## src/rtl/btfr_pkg.sv

```systemverilog
// shared types and constants for the battery telemetry frame receiver
`timescale 1ns / 1ps
package btfr_pkg;

  localparam int FRAME_LENGTH = 5;

  // opcodes of an input word
  localparam logic [1:0] OP_BYTE = 2'd0;
  localparam logic [1:0] OP_TICK = 2'd1;
  localparam logic [1:0] OP_UNDERVOLT = 2'd2;

  // register indexes on the config port
  localparam logic [2:0] REG_MIN_CELL = 3'd0;
  localparam logic [2:0] REG_MAX_CELL = 3'd1;
  localparam logic [2:0] REG_NOM_CELL = 3'd2;
  localparam logic [2:0] REG_MIN_PACK = 3'd3;
  localparam logic [2:0] REG_MAX_PACK = 3'd4;
  localparam logic [2:0] REG_NOM_PACK = 3'd5;
  localparam logic [2:0] REG_MAX_TEMP = 3'd6;

  localparam logic [15:0] MIN_CELL_RESET = 16'd2800;
  localparam logic [15:0] MAX_CELL_RESET = 16'd3650;
  localparam logic [15:0] CELL_RESET = 16'd3300;
  localparam logic [15:0] MIN_PACK_RESET = 16'd40000;
  localparam logic [15:0] MAX_PACK_RESET = 16'd58400;
  localparam logic [15:0] PACK_RESET = 16'd48000;
  localparam logic [7:0] MAX_TEMP_RESET = 8'd60;
  localparam logic [7:0] ROOM_TEMP = 8'd20;

  localparam logic [7:0] IDLE_GAP = 8'd5;
  localparam logic [7:0] IDLE_SAVE = 8'd2;
  localparam logic [7:0] IDLE_MAX = 8'd250;
  localparam logic [15:0] MOVING_SPEED = 16'd10;

  // reciprocal scaling for the divide by history depth
  localparam int RECIP_SHIFT = 21;
  localparam int RECIP_W = RECIP_SHIFT + 1;

  typedef struct packed {
    logic [1:0]  opcode;
    logic [7:0]  rx_byte;
    logic [15:0] motor_speed;
  } in_t;

  typedef struct packed {
    logic [7:0]  temperature_out;
    logic [15:0] cell_voltage_out;
    logic [15:0] pack_voltage_out;
    logic        undervoltage_latched;
  } out_t;

  // one history entry, also used for the averages
  typedef struct packed {
    logic [7:0]  temp;
    logic [15:0] cell_v;
    logic [15:0] pack;
  } hist_t;

endpackage

```

## src/rtl/btfr_avg.sv

```systemverilog
// history ring and sequential averaging unit with one shared multiplier
`timescale 1ns / 1ps
module btfr_avg #(
  parameter int HISTORY_DEPTH = 5
) (
  input  logic             clk,
  input  logic             rst,
  input  logic             start,
  input  btfr_pkg::hist_t  frame,
  output logic             done,
  output btfr_pkg::hist_t  avg
);

  localparam int PTR_W = (HISTORY_DEPTH > 1) ? $clog2(HISTORY_DEPTH) : 1;
  localparam logic [PTR_W-1:0] LAST = PTR_W'(HISTORY_DEPTH - 1);
  localparam int RECIP_INT =
    ((1 << btfr_pkg::RECIP_SHIFT) + HISTORY_DEPTH - 1) / HISTORY_DEPTH;
  localparam logic [btfr_pkg::RECIP_W-1:0] RECIP = btfr_pkg::RECIP_W'(RECIP_INT);
  localparam int PROD_W = 16 + btfr_pkg::RECIP_W;

  localparam logic [1:0] S_IDLE = 2'd0;
  localparam logic [1:0] S_MAC = 2'd1;
  localparam logic [1:0] S_DRAIN = 2'd2;

  localparam logic [1:0] F_TEMP = 2'd0;
  localparam logic [1:0] F_CELL = 2'd1;
  localparam logic [1:0] F_PACK = 2'd2;

  btfr_pkg::hist_t   hist [HISTORY_DEPTH];
  logic [PTR_W-1:0]  ptr;
  logic [PTR_W-1:0]  k;
  logic [1:0]        fsel;
  logic [1:0]        state;
  logic [PROD_W-1:0] prod;
  logic [1:0]        prod_fsel;
  logic              prod_valid;
  btfr_pkg::hist_t   acc;
  btfr_pkg::hist_t   acc_next;
  logic [15:0]       operand;
  logic [15:0]       quot;

  always_comb begin
    case (fsel)
      F_TEMP:  operand = {8'd0, hist[k].temp};
      F_CELL:  operand = hist[k].cell_v;
      F_PACK:  operand = hist[k].pack;
      default: operand = 16'd0;
    endcase
  end

  assign quot = prod[btfr_pkg::RECIP_SHIFT +: 16];

  always_comb begin
    acc_next = acc;
    if (prod_valid) begin
      case (prod_fsel)
        F_TEMP:  acc_next.temp = acc.temp + quot[7:0];
        F_CELL:  acc_next.cell_v = acc.cell_v + quot;
        F_PACK:  acc_next.pack = acc.pack + quot;
        default: acc_next = acc;
      endcase
    end
  end

  always_ff @(posedge clk) begin
    if (rst) begin
      for (int i = 0; i < HISTORY_DEPTH; i++) begin
        hist[i] <= '0;
      end
      ptr <= '0;
      state <= S_IDLE;
      prod_valid <= 1'b0;
      done <= 1'b0;
      avg <= '{temp: btfr_pkg::ROOM_TEMP, cell_v: btfr_pkg::CELL_RESET,
               pack: btfr_pkg::PACK_RESET};
    end else begin
      done <= 1'b0;
      case (state)
        S_IDLE: begin
          prod_valid <= 1'b0;
          if (start) begin
            hist[ptr] <= frame;
            ptr <= (ptr == LAST) ? '0 : ptr + 1'b1;
            k <= '0;
            fsel <= F_TEMP;
            acc <= '0;
            state <= S_MAC;
          end
        end
        S_MAC: begin
          // multiply by the scaled reciprocal, add last cycle's quotient
          prod <= PROD_W'(operand) * PROD_W'(RECIP);
          prod_fsel <= fsel;
          prod_valid <= 1'b1;
          acc <= acc_next;
          if (fsel == F_PACK) begin
            fsel <= F_TEMP;
            if (k == LAST) begin
              state <= S_DRAIN;
            end else begin
              k <= k + 1'b1;
            end
          end else begin
            fsel <= fsel + 1'b1;
          end
        end
        S_DRAIN: begin
          avg <= acc_next;
          prod_valid <= 1'b0;
          done <= 1'b1;
          state <= S_IDLE;
        end
        default: begin
          state <= S_IDLE;
        end
      endcase
    end
  end

endmodule

```

## src/rtl/battery_telemetry_frame_receiver_top.sv

```systemverilog
// top level of the battery telemetry frame receiver
`timescale 1ns / 1ps
// Takes one input word per handshake on the item channel: a received uart
// byte, a timer tick, or an undervoltage edge with the current motor speed.
// Bytes build 5-byte frames separated by idle ticks; on the second idle tick
// the last frame goes into a HISTORY_DEPTH-deep history ring and the averages
// are recomputed. Every input word gives exactly one result word on the
// result channel: the averages after range checks, plus the latched
// undervoltage flag.
// One word at a time: a byte, an undervoltage edge or a plain tick goes from
// the accept to the emit state, which loads the result register, and the next
// word is taken once the block is back in idle. A tick that stores a frame
// goes first to the wait state until the averaging sequencer is done; the
// sequencer walks the ring and runs each entry's three values through one
// reciprocal multiplier.
// item_ready is high only while the block waits for a word. If the result
// receiver stalls, the finished result waits in the output register, and the
// next word is still taken; its result holds until the register frees.
// Reset clears the history ring, the frame state and the flag, restores the
// averages and thresholds to their defaults, and leaves the result empty.
// Write thresholds via the apb port only while the block is idle (unenforced).
module battery_telemetry_frame_receiver_top #(
  parameter int HISTORY_DEPTH = 5
) (
  input  logic             clk,
  input  logic             rst,
  input  logic             item_valid,
  output logic             item_ready,
  input  btfr_pkg::in_t    item,
  output logic             result_valid,
  input  logic             result_ready,
  output btfr_pkg::out_t   result,
  input  logic             psel,
  input  logic             penable,
  input  logic             pwrite,
  input  logic [4:0]       paddr,
  input  logic [31:0]      pwdata,
  output logic [31:0]      prdata,
  output logic             pready
);

  localparam logic [1:0] ST_IDLE = 2'd0;
  localparam logic [1:0] ST_WAIT = 2'd1;
  localparam logic [1:0] ST_EMIT = 2'd2;

  logic [1:0]  state;
  logic        started;
  logic [7:0]  idle_ticks;
  logic [7:0]  idle_next;
  logic [2:0]  byte_index;
  logic [7:0]  rx_buf [btfr_pkg::FRAME_LENGTH];
  logic [7:0]  frame_bytes [btfr_pkg::FRAME_LENGTH];
  logic        uv_flag;
  logic        avg_start;
  logic        avg_done;
  logic        take_byte;
  logic        accept;
  logic        load_out;
  btfr_pkg::hist_t frame;
  btfr_pkg::hist_t avg;
  btfr_pkg::out_t  result_next;

  logic [15:0] min_cell_mv;
  logic [15:0] max_cell_mv;
  logic [15:0] nominal_cell_mv;
  logic [15:0] min_pack_voltage;
  logic [15:0] max_pack_voltage;
  logic [15:0] nominal_pack_voltage;
  logic [7:0]  max_temperature;

  // config port
  assign pready = 1'b1;

  always_ff @(posedge clk) begin
    if (rst) begin
      min_cell_mv <= btfr_pkg::MIN_CELL_RESET;
      max_cell_mv <= btfr_pkg::MAX_CELL_RESET;
      nominal_cell_mv <= btfr_pkg::CELL_RESET;
      min_pack_voltage <= btfr_pkg::MIN_PACK_RESET;
      max_pack_voltage <= btfr_pkg::MAX_PACK_RESET;
      nominal_pack_voltage <= btfr_pkg::PACK_RESET;
      max_temperature <= btfr_pkg::MAX_TEMP_RESET;
    end else if (psel && penable && pwrite) begin
      case (paddr[4:2])
        btfr_pkg::REG_MIN_CELL: min_cell_mv <= pwdata[15:0];
        btfr_pkg::REG_MAX_CELL: max_cell_mv <= pwdata[15:0];
        btfr_pkg::REG_NOM_CELL: nominal_cell_mv <= pwdata[15:0];
        btfr_pkg::REG_MIN_PACK: min_pack_voltage <= pwdata[15:0];
        btfr_pkg::REG_MAX_PACK: max_pack_voltage <= pwdata[15:0];
        btfr_pkg::REG_NOM_PACK: nominal_pack_voltage <= pwdata[15:0];
        btfr_pkg::REG_MAX_TEMP: max_temperature <= pwdata[7:0];
        default: ;
      endcase
    end
  end

  always_comb begin
    case (paddr[4:2])
      btfr_pkg::REG_MIN_CELL: prdata = {16'd0, min_cell_mv};
      btfr_pkg::REG_MAX_CELL: prdata = {16'd0, max_cell_mv};
      btfr_pkg::REG_NOM_CELL: prdata = {16'd0, nominal_cell_mv};
      btfr_pkg::REG_MIN_PACK: prdata = {16'd0, min_pack_voltage};
      btfr_pkg::REG_MAX_PACK: prdata = {16'd0, max_pack_voltage};
      btfr_pkg::REG_NOM_PACK: prdata = {16'd0, nominal_pack_voltage};
      btfr_pkg::REG_MAX_TEMP: prdata = {24'd0, max_temperature};
      default:                prdata = 32'd0;
    endcase
  end

  // frame receive
  assign item_ready = (state == ST_IDLE);
  assign accept = item_valid && item_ready;
  assign take_byte = (byte_index != 3'd0) ||
                     (started && (idle_ticks >= btfr_pkg::IDLE_GAP));
  assign idle_next = (idle_ticks < btfr_pkg::IDLE_MAX) ? idle_ticks + 8'd1 : idle_ticks;

  assign frame = '{temp: frame_bytes[0],
                   cell_v: {frame_bytes[2], frame_bytes[1]},
                   pack: {frame_bytes[4], frame_bytes[3]}};

  always_ff @(posedge clk) begin
    if (accept && (item.opcode == btfr_pkg::OP_BYTE) && take_byte &&
        (byte_index < 3'(btfr_pkg::FRAME_LENGTH))) begin
      rx_buf[byte_index] <= item.rx_byte;
    end
  end

  always_ff @(posedge clk) begin
    if (rst) begin
      state <= ST_IDLE;
      started <= 1'b0;
      idle_ticks <= 8'd0;
      byte_index <= 3'd0;
      uv_flag <= 1'b0;
      avg_start <= 1'b0;
      for (int i = 0; i < btfr_pkg::FRAME_LENGTH; i++) begin
        frame_bytes[i] <= 8'd0;
      end
    end else begin
      avg_start <= 1'b0;
      case (state)
        ST_IDLE: begin
          if (accept) begin
            state <= ST_EMIT;
            case (item.opcode)
              btfr_pkg::OP_BYTE: begin
                if (take_byte) begin
                  idle_ticks <= 8'd0;
                  if (byte_index < 3'(btfr_pkg::FRAME_LENGTH)) begin
                    // last byte completes the frame
                    if (byte_index == 3'(btfr_pkg::FRAME_LENGTH - 1)) begin
                      for (int i = 0; i < btfr_pkg::FRAME_LENGTH - 1; i++) begin
                        frame_bytes[i] <= rx_buf[i];
                      end
                      frame_bytes[btfr_pkg::FRAME_LENGTH-1] <= item.rx_byte;
                    end
                    byte_index <= byte_index + 3'd1;
                  end
                end
              end
              btfr_pkg::OP_TICK: begin
                started <= 1'b1;
                byte_index <= 3'd0;
                idle_ticks <= idle_next;
                if (idle_next == btfr_pkg::IDLE_SAVE) begin
                  avg_start <= 1'b1;
                  state <= ST_WAIT;
                end
              end
              btfr_pkg::OP_UNDERVOLT: begin
                if (item.motor_speed >= btfr_pkg::MOVING_SPEED) begin
                  uv_flag <= 1'b1;
                end
              end
              default: ;
            endcase
          end
        end
        ST_WAIT: begin
          if (avg_done) begin
            state <= ST_EMIT;
          end
        end
        ST_EMIT: begin
          if (load_out) begin
            state <= ST_IDLE;
          end
        end
        default: begin
          state <= ST_IDLE;
        end
      endcase
    end
  end

  btfr_avg #(
    .HISTORY_DEPTH(HISTORY_DEPTH)
  ) u_avg (
    .clk   (clk),
    .rst   (rst),
    .start (avg_start),
    .frame (frame),
    .done  (avg_done),
    .avg   (avg)
  );

  // range checks with fallbacks
  always_comb begin
    result_next.temperature_out =
      (avg.temp <= max_temperature) ? avg.temp : btfr_pkg::ROOM_TEMP;
    result_next.cell_voltage_out =
      (avg.cell_v >= min_cell_mv && avg.cell_v <= max_cell_mv) ? avg.cell_v : nominal_cell_mv;
    result_next.pack_voltage_out =
      (avg.pack >= min_pack_voltage && avg.pack <= max_pack_voltage) ?
      avg.pack : nominal_pack_voltage;
    result_next.undervoltage_latched = uv_flag;
  end

  assign load_out = (state == ST_EMIT) && (!result_valid || result_ready);

  always_ff @(posedge clk) begin
    if (rst) begin
      result_valid <= 1'b0;
    end else if (load_out) begin
      result_valid <= 1'b1;
    end else if (result_ready) begin
      result_valid <= 1'b0;
    end
  end

  always_ff @(posedge clk) begin
    if (load_out) begin
      result <= result_next;
    end
  end

endmodule

```

## config.mk

```make
export PLATFORM = sky130hd
export DESIGN_NAME = battery_telemetry_frame_receiver_top
export DESIGN_NICKNAME = d
export VERILOG_FILES = /design/src/rtl/btfr_pkg.sv /design/src/rtl/btfr_avg.sv /design/src/rtl/battery_telemetry_frame_receiver_top.sv
export SDC_FILE = /design/constraint.sdc
export NUM_CORES = 1
export LEC_CHECK = 0
export ABC_CLOCK_PERIOD_IN_PS = 9800
export BUFFER_PORTS_ARGS = -buffer_cell sky130_fd_sc_hd__buf_2
export CAP_MARGIN = 15
export CORE_MARGIN = 2
export CORE_UTILIZATION = 61
export DETAILED_ROUTE_END_ITERATION = 7
export PLACE_DENSITY_LB_ADDON = 0.15
export SLEW_MARGIN = 20
export SYNTH_ARGS = -nofsm -noshare
export SYNTH_HDL_FRONTEND = slang
export SYNTH_SLANG_ARGS = --single-unit
export TNS_END_PERCENT = 5
```

## constraint.sdc

```tcl
create_clock -name clk -period 9.8 [get_ports clk]
set_input_delay 0.98 -clock clk [delete_from_list [all_inputs] [get_ports clk]]
set_output_delay 0.98 -clock clk [all_outputs]
set_load 0.02 [all_outputs]
```

==> results of run 1 <==
## power groups by stage
stage          Combinational (µW)  Sequential (µW)  Clock, µW
6_report                      294             3080       2680
4_1_cts                       293             3080       2710
3_3_place_gp                  285             3130          0
2_1_floorplan                 189             3140          0
5_1_grt                       321             3080       2820
3_5_place_dp                  291             3140          0
## placed cells by master, fill, tap and decap left out, drive strengths merged, types with 10 or more instances in the layout
cell,n
o21ai,65
inv,258
mux2,78
a21oi,164
nor3,32
buf,156
o22ai,10
o21a,12
a21o,38
and3,14
a211oi,28
conb,17
nor2b,31
nand4,18
ha,241
nand3,30
edfxtp,494
or2,15
fa,83
xor2,17
nand2,274
mux2i,42
nor2,160
mux4,82
clkinv,25
nand2b,24
clkbuf,87
a31oi,17
a22oi,21
xnor2,26
dfxtp,171
o211ai,39
and2,248
## tightest hold or removal path, delay by kind of cell (launching register included)
kind	cells	cell delay, ns
compound gates	1	0.05
simple gates	1	0.05
flops	1	0.30
## layer usage
layer / GRT usage [%] / up-vias / wire, µm / share of wire (%)
met3: 4.28 / 204 / 5490 / 6.3
met2: 52.8 / 883 / 44500 / 51
met4: 12.4 / 0 / 3620 / 4.1
met5: 0 / - / 0 / 0
li1: - / 10600 / - / -
met1: 37.0 / 11400 / 34000 / 39
## kinds of logic after synthesis
kind of cell             Yosys count  synth area share [%]
AO/OA/AOI/OAI                    441                  7.91
XOR/XNOR                          43                  1.07
adder cells (fa/ha/maj)          324                  13.3
buffers and inverters            398                  4.54
flip-flops                       665                  51.9
multiplexers                     202                  8.96
other                              2                0.0213
AND/OR/NAND/NOR                  875                  12.3
## sequential cells by signal, summed over array words and instances, names as in the netlist, 14 cells and up, named ones only
register	flops
u_avg.acc	40
frame_bytes	40
u_avg.avg	40
nominal_pack_voltage	16
min_cell_mv	16
u_avg.hist	320
u_avg.prod	14
max_pack_voltage	16
result	41
max_cell_mv	16
min_pack_voltage	16
nominal_cell_mv	16
rx_buf	32
## worst max path at each step
stage / startpoint / cells past startpoint / slack (ns) / to
after global placement: flop / 27 / 1.04 / u_avg.prod[31]$_DFFE_PP_
after CTS: flop / 27 / 0.87 / u_avg.prod[31]$_DFFE_PP_
after global routing: flop / 27 / 0.39 / u_avg.prod[31]$_DFFE_PP_
final: flop / 27 / 0.95 / u_avg.prod[31]$_DFFE_PP_
after detailed placement: flop / 27 / 0.87 / u_avg.prod[31]$_DFFE_PP_
after floorplan: flop / 31 / 1.53 / u_avg.prod[31]$_DFFE_PP_
## area by class of cell
type,count,share of cell area (%)
clock buffer,87,4.74
timing repair buffer,156,2.35
tap,765,2.46
clock inverter,41,1.23
sequential,665,46.9
inverter,252,2.43
antenna,2,0.0129
multi-input combinational,1902,39.9
## cell usage after synthesis (all sizes together) (65+ instances only)
cell / n
a21oi: 164
and2: 248
clkbuf: 97
dfxtp: 171
edfxtp: 494
fa: 83
ha: 241
inv: 252
mux2: 78
mux4: 82
nand2: 274
nor2: 160
o21ai: 65
## per-stage QoR
stage | hold slack, ns | cells | setup WS (ns)
2_1_floorplan | 0.409 | 2965 | 1.53
3_5_place_dp | 0.448 | 3739 | 0.867
5_1_grt | 0.477 | 3868 | 0.388
3_3_place_gp | 0.444 | 3739 | 1.04
4_1_cts | 0.455 | 3867 | 0.866
6_report | 0.455 | 3870 | 0.947
==> reports/qor.csv, run 1 <==
metric,value,unit
sequential-to-total area share from yosys stat,51.9,%
Post-CTS Repair Setup Buffers,0,
"antenna viol nets, final",0,
Min-Delay Startpoint,max_cell_mv[14]$_SDFFE_PP0P_,
ys flop type,edfxtp_1,
register share of total power,50.8,%
via count,23100,
largest net degree at the start of global routing,63,
first-pass GRT wire length,136000,µm
Hold Crit Depth,2,
Die W,244,µm
drt initial violations,1694,
CP required,10.17,ns
Async SR Flop Fraction,0,%
initial antenna violation count,0,
Crit Path Category,flop to flop,
Post-DP HPWL,57600,µm
Mapped Area,0.0352,mm²
critical path buffer and inverter count,6,
"Clk Latency, worst-skew pair",0.63,ns
Syn. warnings,0,
Post-Route Skew,0.0229,ns
port buffer count,109,
post-synthesis cell count,2950,
Crit. End Element,flop,
"Reg clk slew, reported paths",0.06,ns
FF-to-FF path depth,27,
First-pass DRT Iterations,8,
GRT Util Overall,29.9,%
hold worst-path end,max_cell_mv[14]$_SDFFE_PP0P_,
Final GP Congestion,0.944,
#FFs+latches synth,665,
VDD IR max,0.208,mV
area occupied by multi-input gates,0.0155,mm²
DIE HEIGHT,244,µm
Synth-to-Final Area Change,10.6,%
Peak Freq,113,MHz
RSZ-0062 raised after global routing,no,
Fill cells,4101,
FP Rows,88,
P_sw,1350,µW
Syn Area/Cell,11.9,µm²
Placed Instance Area,0.0366,mm²
share of the synthesized area in the top cell type,42.2,%
main area contributors after synthesis,"edfxtp_1 42%, dfxtp_1 9.7%, ha_1 8.6%, mux4_2 5.1%, fa_1 4.7%",
storage element area,0.0183,mm²
layout cells sized above 1,14.8,%
P_int,4700,µW
number of flops mapped to enable cells by yosys,494,
# H-tree levels,3,
Sw Ratio,22.3,%
Cell variety after synth,71,
Critical R2R Capture,u_avg.prod[31]$_DFFE_PP_,
Final Instance Area,0.0389,mm²
CTS tree,built,
DR WL/cell,22.7,µm
critical path arrival,9.22,ns
Worst slew margin,28.5,%
max-cap violation count,0,
Final Hold Fails,0,
"Largest delay share family, worst path",adder cells,
startpoint types,flop,
HP Class,flop to flop,
Tot Pwr,6060,µW
final routed DRC violation total,2,
Core ar.,0.0574,mm²
CTS Hold Buffers Added,0,
violated checks,design-rule violations,
Root Driver,clkbuf_16,
Synth area leader,edfxtp_1,
final core utilization,67.9,%
status,"finished, violations left",
PostCTS Resize Cnt,0,
Nets,3442,
period utilization,90.3,%
Lkg Pwr,0.0156,µW
Num Clock Sinks,665,
Via density,5.97,
fin crit period,8.85,ns
die area,0.0596,mm²
slowest CP cell,dfxtp_4,
Pwr per Cell Area,156,mW/mm²
Final setup viols,0,
Worst Path Max Fanout,30,
Max Buffers Root-to-Sink,3,
final WL,87700,µm
Max Slew Vio Count,0,
number of global-route vias before repair,23700,
setup TNS,0,ns
Inserted Clock Buffers,71,
FF-to-FF setup slack,0.95,ns
Initial Util,61.3,%
grt total ovfl,0,
clock share of power,44.3,%
worst-margin pin slew,1.07,ns
combinational share of power,4.9,%
Boundary Pins,146,
max incr delay on CP,0.77,ns
Note: power is estimated with default switching activity, not from simulation.
==> run 2: changes to the inputs <==
- ABC_AREA: unset -> 1
==> reports/qor.csv, run 2 <==
metric,value,unit
Post-CTS Repair Setup Buffers,0,
Core ar.,0.0577,mm²
Lkg Pwr,0.0166,µW
first-pass GRT wire length,143000,µm
FF-to-FF path depth,28,
n_diodes,0,
grt total ovfl,0,
Peak Freq,121,MHz
"commonest non-fill, non-tap cell in the layout",nor2_1,
Root Driver,clkbuf_16,
Synth-to-Final Area Change,9.71,%
HP Class,flop to flop,
GR Layer Usage met2,50.6,%
"Clk Latency, worst-skew pair",0.63,ns
Synth area leader,edfxtp_1,
period utilization,84.2,%
FP Rows,88,
Syn Area/Cell,9.48,µm²
GR met3 Demand/Resource,3.57,%
initial antenna violation count,0,
Final setup viols,0,
DIE HEIGHT,246,µm
hold worst-path end,result[0]$_DFFE_PP_,
Post-DP HPWL,59200,µm
share of the synthesized area in the top cell type,41.6,%
Max Buffers Root-to-Sink,3,
cell mode on critical path,inv_1,
Via density,5.78,
First-pass DRT Iterations,6,
Die W,246,µm
P_sw,1370,µW
Final Hold Fails,0,
final WL,91900,µm
placed cells,4518,
worst-margin pin slew,1.08,ns
largest net degree at the start of global routing,90,
Final Instance Area,0.0391,mm²
final routed DRC violation total,0,
combinational share of power,4.8,%
die area,0.0604,mm²
number of global-route vias before repair,25900,
max incr delay on CP,0.87,ns
via count,26800,
GRT Util Overall,30.8,%
startpoint types,flop,
Final GP Congestion,0.909,
Nets,4218,
Async SR Flop Fraction,0,%
Max Slew Vio Count,0,
GR Util met1,42.1,%
Crit Path Category,flop to flop,
max reg flops,320,
"Reg clk slew, reported paths",0.06,ns
PostCTS Resize Cnt,0,
DR WL/cell,19.8,µm
Worst slew margin,27.7,%
max-cap violation count,0,
Inserted Clock Buffers,69,
Syn. warnings,0,
CTS tree,built,
Critical R2R Capture,u_avg.prod[27]$_DFFE_PP_,
status,finished clean,
P_int,4610,µW
most frequent cells in the layout,"557 x nor2_1, 494 x inv_1, 494 x edfxtp_1",
"antenna viol nets, final",0,
CP required,10.17,ns
register share of total power,51.5,%
post-synthesis cell count,3758,
Cell variety after synth,60,
Mapped Area,0.0356,mm²
clock share of power,43.7,%
FF-to-FF setup slack,1.54,ns
RSZ-0062 raised after global routing,no,
Post-synth top cells,"558 x nor2_1, 502 x nand2_1, 494 x edfxtp_1, 494 x inv_1, 300 x o21ai_0",
critical path arrival,8.63,ns
Post-Route Skew,0.0282,ns
Worst Path Max Fanout,89,
layout cells sized above 1,8.02,%
most frequent cell after synthesis,nor2_1,
drt initial violations,2575,
Pwr per Cell Area,153,mW/mm²
Min-Delay Startpoint,uv_flag$_SDFFE_PP0P_,
top flop regs,"u_avg.hist x320, result x41",
port buffer count,109,
busiest grt layer,met2,
fin crit period,8.26,ns
Placed Instance Area,0.0368,mm²
Sw Ratio,22.9,%
#FFs+latches synth,665,
sequential-to-total area share from yosys stat,51.2,%
Hold Crit Depth,0,
Num Clock Sinks,665,
ys flop type,edfxtp_1,
# H-tree levels,3,
Crit. End Element,flop,
Boundary Pins,146,
Post-Layout Cell Count,4645,
Tot Pwr,5980,µW
setup TNS,0,ns
VDD IR max,0.207,mV
number of flops mapped to enable cells by yosys,494,
Initial Util,61.8,%
Reg with most FFs,u_avg.hist,
main area contributors after synthesis,"edfxtp_1 42%, dfxtp_1 9.6%, ha_1 8.5%, nor2_1 5.9%, nand2_1 5.3%",
CTS Hold Buffers Added,0,
slowest CP cell,dfxtp_4,
[run 2: cell count changes after synthesis, sizes merged, moves of 52 or more]
cell,before,now
nor2,160,560
and2,248,0
inv,252,500
o21ai,65,311
nand2,274,506
nand3,30,146
mux4,82,0
mux2,78,2
a21oi,164,239
o221ai,1,53
[run 2: final cells by class]
cell class / instances / area, µm²
tap: 765 / 957
clock buffer: 81 / 1830
timing repair buffer: 154 / 883
inverter: 505 / 1900
multi-input combinational: 2429 / 14800
clock inverter: 46 / 432
sequential: 665 / 18300
fill: 4538 / 18600
[run 2: how the worst max path moves through the flow]
stage,endpoint,startpoint,slack [ns],cells after the start
2_1_floorplan,u_avg.prod[27]$_DFFE_PP_,flop,3.37,31
3_3_place_gp,u_avg.prod[27]$_DFFE_PP_,flop,1.70,28
3_5_place_dp,u_avg.prod[27]$_DFFE_PP_,flop,1.64,28
4_1_cts,u_avg.prod[27]$_DFFE_PP_,flop,1.57,28
5_1_grt,u_avg.prod[27]$_DFFE_PP_,flop,0.95,28
6_report,u_avg.prod[27]$_DFFE_PP_,flop,1.54,28
[run 2: per-layer routing]
metal,wire length [µm],vias up
met3,6580,208
met4,3350,0
met5,0,-
met2,43300,1097
met1,38700,12700
li1,-,12900
[run 2: cells by family (layout without fill, tap and decap cells)]
| logic type | count (synthesis) | count (layout) | synth area share (%) |
|---|---|---|---|
| muxes | 6 | 6 | 0.176 |
| and+or+nand+nor | 1290 | 1290 | 14.7 |
| DFF | 665 | 665 | 51.2 |
| xor gates and xnor gates | 39 | 39 | 0.959 |
| buffers and inverters | 679 | 786 | 7.59 |
| adders and majority gates | 324 | 324 | 13.1 |
| AOI/OAI and AO/OA | 753 | 753 | 12.2 |
| other | 2 | 17 | 0.0211 |
[run 2: critical path: cells and delay by family (launching register included)]
family	cells	cell delay, ns
compound gates	7	1.58
flops	1	0.87
buf+inv	8	1.51
fa+ha+maj	7	3.12
simple gates	6	0.85
[run 2: power groups by stage]
stage | clock network (µW) | registers, µW | logic (µW)
floorplan | 0 | 3140 | 179
global placement | 0 | 3140 | 279
detailed placement | 0 | 3140 | 283
CTS | 2630 | 3080 | 285
global route | 2740 | 3080 | 318
finish | 2610 | 3080 | 289
[run 2: through the flow]
stage                     setup slack (ns)  util, %  hold WS (ns)
after global routing                 0.952     67.8         0.455
after CTS                             1.57     67.8         0.434
after floorplan                       3.37        -         0.408
after global placement                1.70     63.8         0.412
after detailed placement              1.64     63.8         0.419
final                                 1.54     67.8         0.438
